### config.mk
export PLATFORM = sky130hd
export DESIGN_NAME = key_matrix_to_ascii
export DESIGN_NICKNAME = d
export VERILOG_FILES = /design/src/rtl/kma_pkg.sv /design/src/rtl/kma_scan.sv /design/src/rtl/key_matrix_to_ascii.sv
export SDC_FILE = /design/constraint.sdc
export NUM_CORES = 1
export LEC_CHECK = 0
export ABC_AREA = 1
export BUFFER_PORTS_ARGS = -buffer_cell sky130_fd_sc_hd__buf_2
export CORE_UTILIZATION = 30
export DETAILED_ROUTE_END_ITERATION = 6
export PLACE_DENSITY = 0.47
export SYNTH_ARGS = -nofsm -noshare
export SYNTH_HDL_FRONTEND = slang
export SYNTH_SLANG_ARGS = --single-unit
### constraint.sdc
create_clock -name i_clk -period 10.4 [get_ports i_clk]
set_input_delay 1.04 -clock i_clk [delete_from_list [all_inputs] [get_ports i_clk]]
set_output_delay 1.04 -clock i_clk [all_outputs]
set_load 0.005 [all_outputs]
### src/rtl/kma_pkg.sv
// kma_pkg: shared constants and ASCII lookup tables for the key matrix decoder.
// No dependencies; imported by kma_scan and key_matrix_to_ascii.
`default_nettype none

package kma_pkg;

    localparam int unsigned MatrixW  = 56;
    localparam int unsigned NumCols  = 8;
    localparam int unsigned NumRows  = 7;
    localparam int unsigned TableLen = 49;
    localparam int unsigned ShiftBit = 55;
    localparam int unsigned CharW    = 7;

    typedef logic [MatrixW-1:0] t_matrix;
    typedef logic [CharW-1:0]   t_char;
    typedef logic [5:0]         t_index;

    localparam t_char NoCode = '0;

    localparam t_char PlainTab [TableLen] = '{
        7'h40, 7'h41, 7'h42, 7'h43, 7'h44, 7'h45, 7'h46, 7'h47,
        7'h48, 7'h49, 7'h4A, 7'h4B, 7'h4C, 7'h4D, 7'h4E, 7'h4F,
        7'h50, 7'h51, 7'h52, 7'h53, 7'h54, 7'h55, 7'h56, 7'h57,
        7'h58, 7'h59, 7'h5A, 7'h00, 7'h00, 7'h08, 7'h00, 7'h20,
        7'h30, 7'h31, 7'h32, 7'h33, 7'h34, 7'h35, 7'h36, 7'h37,
        7'h38, 7'h39, 7'h3A, 7'h3B, 7'h2C, 7'h2D, 7'h2E, 7'h2F,
        7'h0A
    };

    localparam t_char ShiftTab [TableLen] = '{
        7'h40, 7'h41, 7'h42, 7'h43, 7'h44, 7'h45, 7'h46, 7'h47,
        7'h48, 7'h49, 7'h4A, 7'h4B, 7'h4C, 7'h4D, 7'h4E, 7'h4F,
        7'h50, 7'h51, 7'h52, 7'h53, 7'h54, 7'h55, 7'h56, 7'h57,
        7'h58, 7'h59, 7'h5A, 7'h00, 7'h00, 7'h08, 7'h00, 7'h20,
        7'h00, 7'h21, 7'h22, 7'h23, 7'h24, 7'h25, 7'h26, 7'h27,
        7'h28, 7'h29, 7'h2A, 7'h2B, 7'h3C, 7'h3D, 7'h3E, 7'h3F,
        7'h0A
    };

endpackage

`default_nettype wire

### src/rtl/kma_scan.sv
// kma_scan: priority encoder over the key matrix and ASCII table lookup.
// Depends on kma_pkg.
`default_nettype none

module kma_scan (
    input  wire kma_pkg::t_matrix i_key_matrix,
    output kma_pkg::t_char        o_code
);
    import kma_pkg::*;

    logic [NumCols-1:0] col_any;
    logic [2:0]         col_sel;
    logic [NumRows-1:0] col_bits;
    logic [2:0]         row_sel;
    logic               hit;
    t_index             idx;
    logic               shift;

    always_comb begin
        col_any = '0;
        for (int c = 0; c < NumCols; c++) begin
            for (int r = 0; r < NumRows; r++) begin
                col_any[c] = col_any[c] | i_key_matrix[r*NumCols + c];
            end
        end
    end

    // lowest pressed column
    always_comb begin
        col_sel = '0;
        for (int c = NumCols-1; c >= 0; c--) begin
            if (col_any[c]) begin
                col_sel = 3'(c);
            end
        end
    end

    always_comb begin
        for (int r = 0; r < NumRows; r++) begin
            col_bits[r] = i_key_matrix[r*NumCols + 32'(col_sel)];
        end
    end

    // lowest pressed row in that column
    always_comb begin
        row_sel = '0;
        for (int r = NumRows-1; r >= 0; r--) begin
            if (col_bits[r]) begin
                row_sel = 3'(r);
            end
        end
    end

    assign hit   = |col_any;
    assign idx   = {row_sel, col_sel};
    assign shift = i_key_matrix[ShiftBit];

    always_comb begin
        if (!hit || (idx >= 6'(TableLen))) begin
            o_code = NoCode;
        end else if (shift) begin
            o_code = ShiftTab[idx];
        end else begin
            o_code = PlainTab[idx];
        end
    end

endmodule

`default_nettype wire

### src/rtl/key_matrix_to_ascii.sv
// key_matrix_to_ascii: top level; input register, scan/lookup, change filter,
// output register. Depends on kma_pkg and kma_scan.
//
// Usage:
//   Input channel (i_valid / o_stall) carries one word per tick: a 56-bit
//   snapshot of the 8x7 key matrix, bit row*8+column set for a pressed key.
//   Output channel (o_valid / i_stall) carries one word per newly pressed key:
//   the 7-bit ASCII code, never zero. A tick whose code matches the previous
//   tick's code, or whose code is zero, produces no output word.
//   The input register captures the word at the accept edge; the result
//   register then takes the code and raises o_valid once the output is free.
//   Throughput: one tick per cycle while o_stall is low; the scan, lookup and
//   compare against the stored code are one combinational pass.
//   The input register keeps taking words while a result waits at the
//   output; when the receiver stalls and a second result is ready, the input
//   register holds and o_stall rises until the output word is taken.
//   Reset (synchronous, active low) empties both registers and clears the
//   stored last code to zero.
`default_nettype none

module key_matrix_to_ascii (
    input  wire                   i_clk,
    input  wire                   i_rst_n,
    input  wire                   i_valid,
    output logic                  o_stall,
    input  wire kma_pkg::t_matrix i_key_matrix,
    output logic                  o_valid,
    input  wire                   i_stall,
    output kma_pkg::t_char        o_character
);
    import kma_pkg::*;

    logic    r_s1_vld, n_s1_vld;
    t_matrix r_km;
    t_char   r_last, n_last;
    logic    r_out_vld, n_out_vld;
    t_char   r_out_char, n_out_char;

    t_char   code;
    logic    emit;
    logic    out_free;
    logic    s1_adv;
    logic    in_acc;

    kma_scan u_scan (
        .i_key_matrix (r_km),
        .o_code       (code)
    );

    assign emit     = (code != r_last) && (code != NoCode);
    assign out_free = !r_out_vld || !i_stall;
    assign s1_adv   = r_s1_vld && (!emit || out_free);
    assign o_stall  = r_s1_vld && !s1_adv;
    assign in_acc   = i_valid && !o_stall;

    always_comb begin
        n_s1_vld   = r_s1_vld;
        n_last     = r_last;
        n_out_vld  = r_out_vld;
        n_out_char = r_out_char;
        if (in_acc) begin
            n_s1_vld = 1'b1;
        end else if (s1_adv) begin
            n_s1_vld = 1'b0;
        end
        if (s1_adv) begin
            n_last = code;
        end
        if (s1_adv && emit) begin
            n_out_vld  = 1'b1;
            n_out_char = code;
        end else if (!i_stall) begin
            n_out_vld = 1'b0;
        end
    end

    always_ff @(posedge i_clk) begin
        if (!i_rst_n) begin
            r_s1_vld  <= 1'b0;
            r_last    <= NoCode;
            r_out_vld <= 1'b0;
        end else begin
            r_s1_vld  <= n_s1_vld;
            r_last    <= n_last;
            r_out_vld <= n_out_vld;
        end
    end

    always_ff @(posedge i_clk) begin
        if (in_acc) begin
            r_km <= i_key_matrix;
        end
        r_out_char <= n_out_char;
    end

    assign o_valid     = r_out_vld;
    assign o_character = r_out_char;

    a_nonzero_out: assert property (@(posedge i_clk) disable iff (!i_rst_n)
        r_out_vld |-> (r_out_char != NoCode))
        else $error("zero character on output");

    a_emit_tracks_last: assert property (@(posedge i_clk) disable iff (!i_rst_n)
        (s1_adv && emit) |=> (r_out_vld && (r_out_char == r_last)))
        else $error("emitted character differs from stored code");

    a_hold_on_block: assert property (@(posedge i_clk) disable iff (!i_rst_n)
        (r_s1_vld && !s1_adv) |=> (r_s1_vld && $stable(r_km) && $stable(r_last)))
        else $error("input register changed while blocked");

    a_no_emit_unchanged: assert property (@(posedge i_clk) disable iff (!i_rst_n)
        (s1_adv && (code == r_last)) |=> $stable(r_last))
        else $error("stored code changed on repeated code");

endmodule

`default_nettype wire

==> metrics.txt <==
status complete, no violations; worst vdd ir 87.80 uV; H-Tree Depth 3; element type at the critical path end output port; #FFs+latches synth 72; DR vias/cell 4.287; WL per Instance 13.03 um; post-route cell area 4632 sq um; Worst-Skew Late Latency 340 ps; Syn Inst Count 420; Leakage 1.970 nW; CP max stage cell edfxtp_1; antenna cells 0; placer congestion estimate 0.8402; WL final 8.729 mm; die height 115.5 um; setup_tns 0 ps; Synth Warn # 0; Slew @ Worst Pin 1171 ps; via count 2,872; setup bufs post-CTS 0; Starting DRT DRC Count 125; cts bufs inserted 9; Cell Rows 41; Pwr Total 0.6700 mW; type of origin of the critical path flop; Final #Nets 553; Slew HR 21.82%; Clock Skew 5.451 ps; starting density of the core 30.76%; Syn Nets 480; clock sink total 72; Final WS setup 5524 ps; CP arrival 3840 ps; Pins Over Slew Limit 0; asr flop ratio synth 0%; Multi-input gate area 1490 sq um; placed cell count 654; worst min path class flop to flop; Netlist cell types 36; DRT antenna net count 0; antenna violations before repair 0; first-pass iteration count of the detailed router 4; residual DRC count 0; Final Setup Violations 0; metal2 WL 4.155 mm; sequential share of the synthesized area 53.59%; most frequent cells in the layout nand2_1 (97), buf_2 (68), edfxtp_1 (63); Final Hold Vio Count 0; Post-CTS Hold Buffers 0; Pwr Density 144.7 nW/um^2; Non-Filler Instances 670; Place WS 5695 ps; Synth-to-Final Area Change 19.81%; vias in the first global route 2,897; number of synthesized flops with an enable pin 63; Avg Inst Size Synth 9.205 sq um; CTS Buffer Depth 2; first-pass GRT wire length 14.23 mm; CP peak stage delay 430 ps; synthesized cell area 3866 sq um; metal3 WL 323 um; Die X 115.5 um; placed cell area 4365 sq um; CTS tree done; period utilisation layout 46.88%; max capacitance violation total 0; min Tclk post-route 4876 ps; leading cell type in the layout, fill and taps excluded nand2_1; Top Layer Used met4; Core ar. 12,570 sq um; clock root cell clkbuf_16; IO Port Bufs 68; Worst Path Required 9360 ps; die area 13,340 sq um; Top-Level Pins 69; DPL Wire Length 6.872 mm; flip-flop and latch area 2072 sq um; cts repair resizes 0; GR Util All Layers 14.56%; fmax 0.2051 GHz; crit path kind flop to output port; fill cell count 1,278; ys flop type edfxtp_1; aggregate global routing overflow 0; largest net degree at the start of global routing 57; M1 WL 4.091 mm; Clock Pin Slew Worst Setup and Hold Paths 60 ps; Critical Path Most Common Cell nand2_2; RSZ-0062 raised after global routing no; Critical Path Fanout Max 11; share of layout cells above drive strength 1 33.33%
[final timing paths]
kind	startpoint	slack, ps	depth (start not counted)	end
hold / removal	r_last[2]$_SDFFE_PN0P_	520	2	r_last[2]$_SDFFE_PN0P_
hold reg to reg	r_last[2]$_SDFFE_PN0P_	520	2	r_last[2]$_SDFFE_PN0P_
setup reg to reg	r_km[21]$_DFFE_PP_	5750	29	r_km[34]$_DFFE_PP_
setup / recovery	r_km[21]$_DFFE_PP_	5520	28	o_stall
[report_power, final]
group	switching, mW	internal (mW)	total [mW]
clock network	0.116	0.161	0.276
registers	0.00962	0.333	0.343
logic	0.0304	0.0203	0.0507
[Yosys cell counts, types with 7 or more instances]
cell type | count | area (sq um)
dfxtp_1 | 9 | 180.2
inv_2 | 15 | 56.30
nand2_4 | 7 | 78.83
nand3_1 | 34 | 170.2
nand3_2 | 9 | 90.09
a21oi_1 | 9 | 45.04
nor2_4 | 7 | 78.83
nand2_2 | 23 | 143.9
nor2_2 | 10 | 62.56
nor2_1 | 46 | 172.7
inv_1 | 47 | 176.4
nand2_1 | 97 | 364.1
edfxtp_1 | 63 | 1892
[per-stage QoR]
step	hold WS (ps)	util, %
finish	515.4	36.85
global route	542.4	36.85
CTS	523.8	36.85
detailed placement	509.8	34.73
global placement	489.6	34.73
floorplan	451.6	-
[sequential cells by signal, indices dropped and copies added (netlist names)]
signal / count
o_character: 7
o_valid: 1
r_km: 56
r_last: 7
r_s1_vld: 1
[worst max-delay path: cells and delay by family (launching register included)]
kind,cells,cell delay [ps]
and+or+nand+nor,24,2510
DFF,1,430
buffers and inverters,3,330
AOI/OAI and AO/OA,1,220
[cells by family after synthesis]
family	count (synthesis)	synth area share, %
and+or+nand+nor	254	34.37
AOI/OAI and AO/OA	23	4.175
buffers and inverters	71	7.864
DFF	72	53.59
[routing by layer]
metal  vias to the layer above  track usage, %
met2                        50           24.71
met5                         -               0
met4                         0           6.753
met1                      1304           17.06
met3                        12           4.079
li1                       1506               -
[final cells by class]
| cell class | instances | area share [%] |
|---|---|---|
| clock buffer | 11 | 5.024 |
| tap | 172 | 4.646 |
| sequential | 72 | 44.73 |
| multi-input combinational | 277 | 32.17 |
| inverter | 65 | 5.348 |
| timing repair buffer | 68 | 7.347 |
| clock inverter | 5 | 0.7293 |
(Power assumes the default switching activity.)
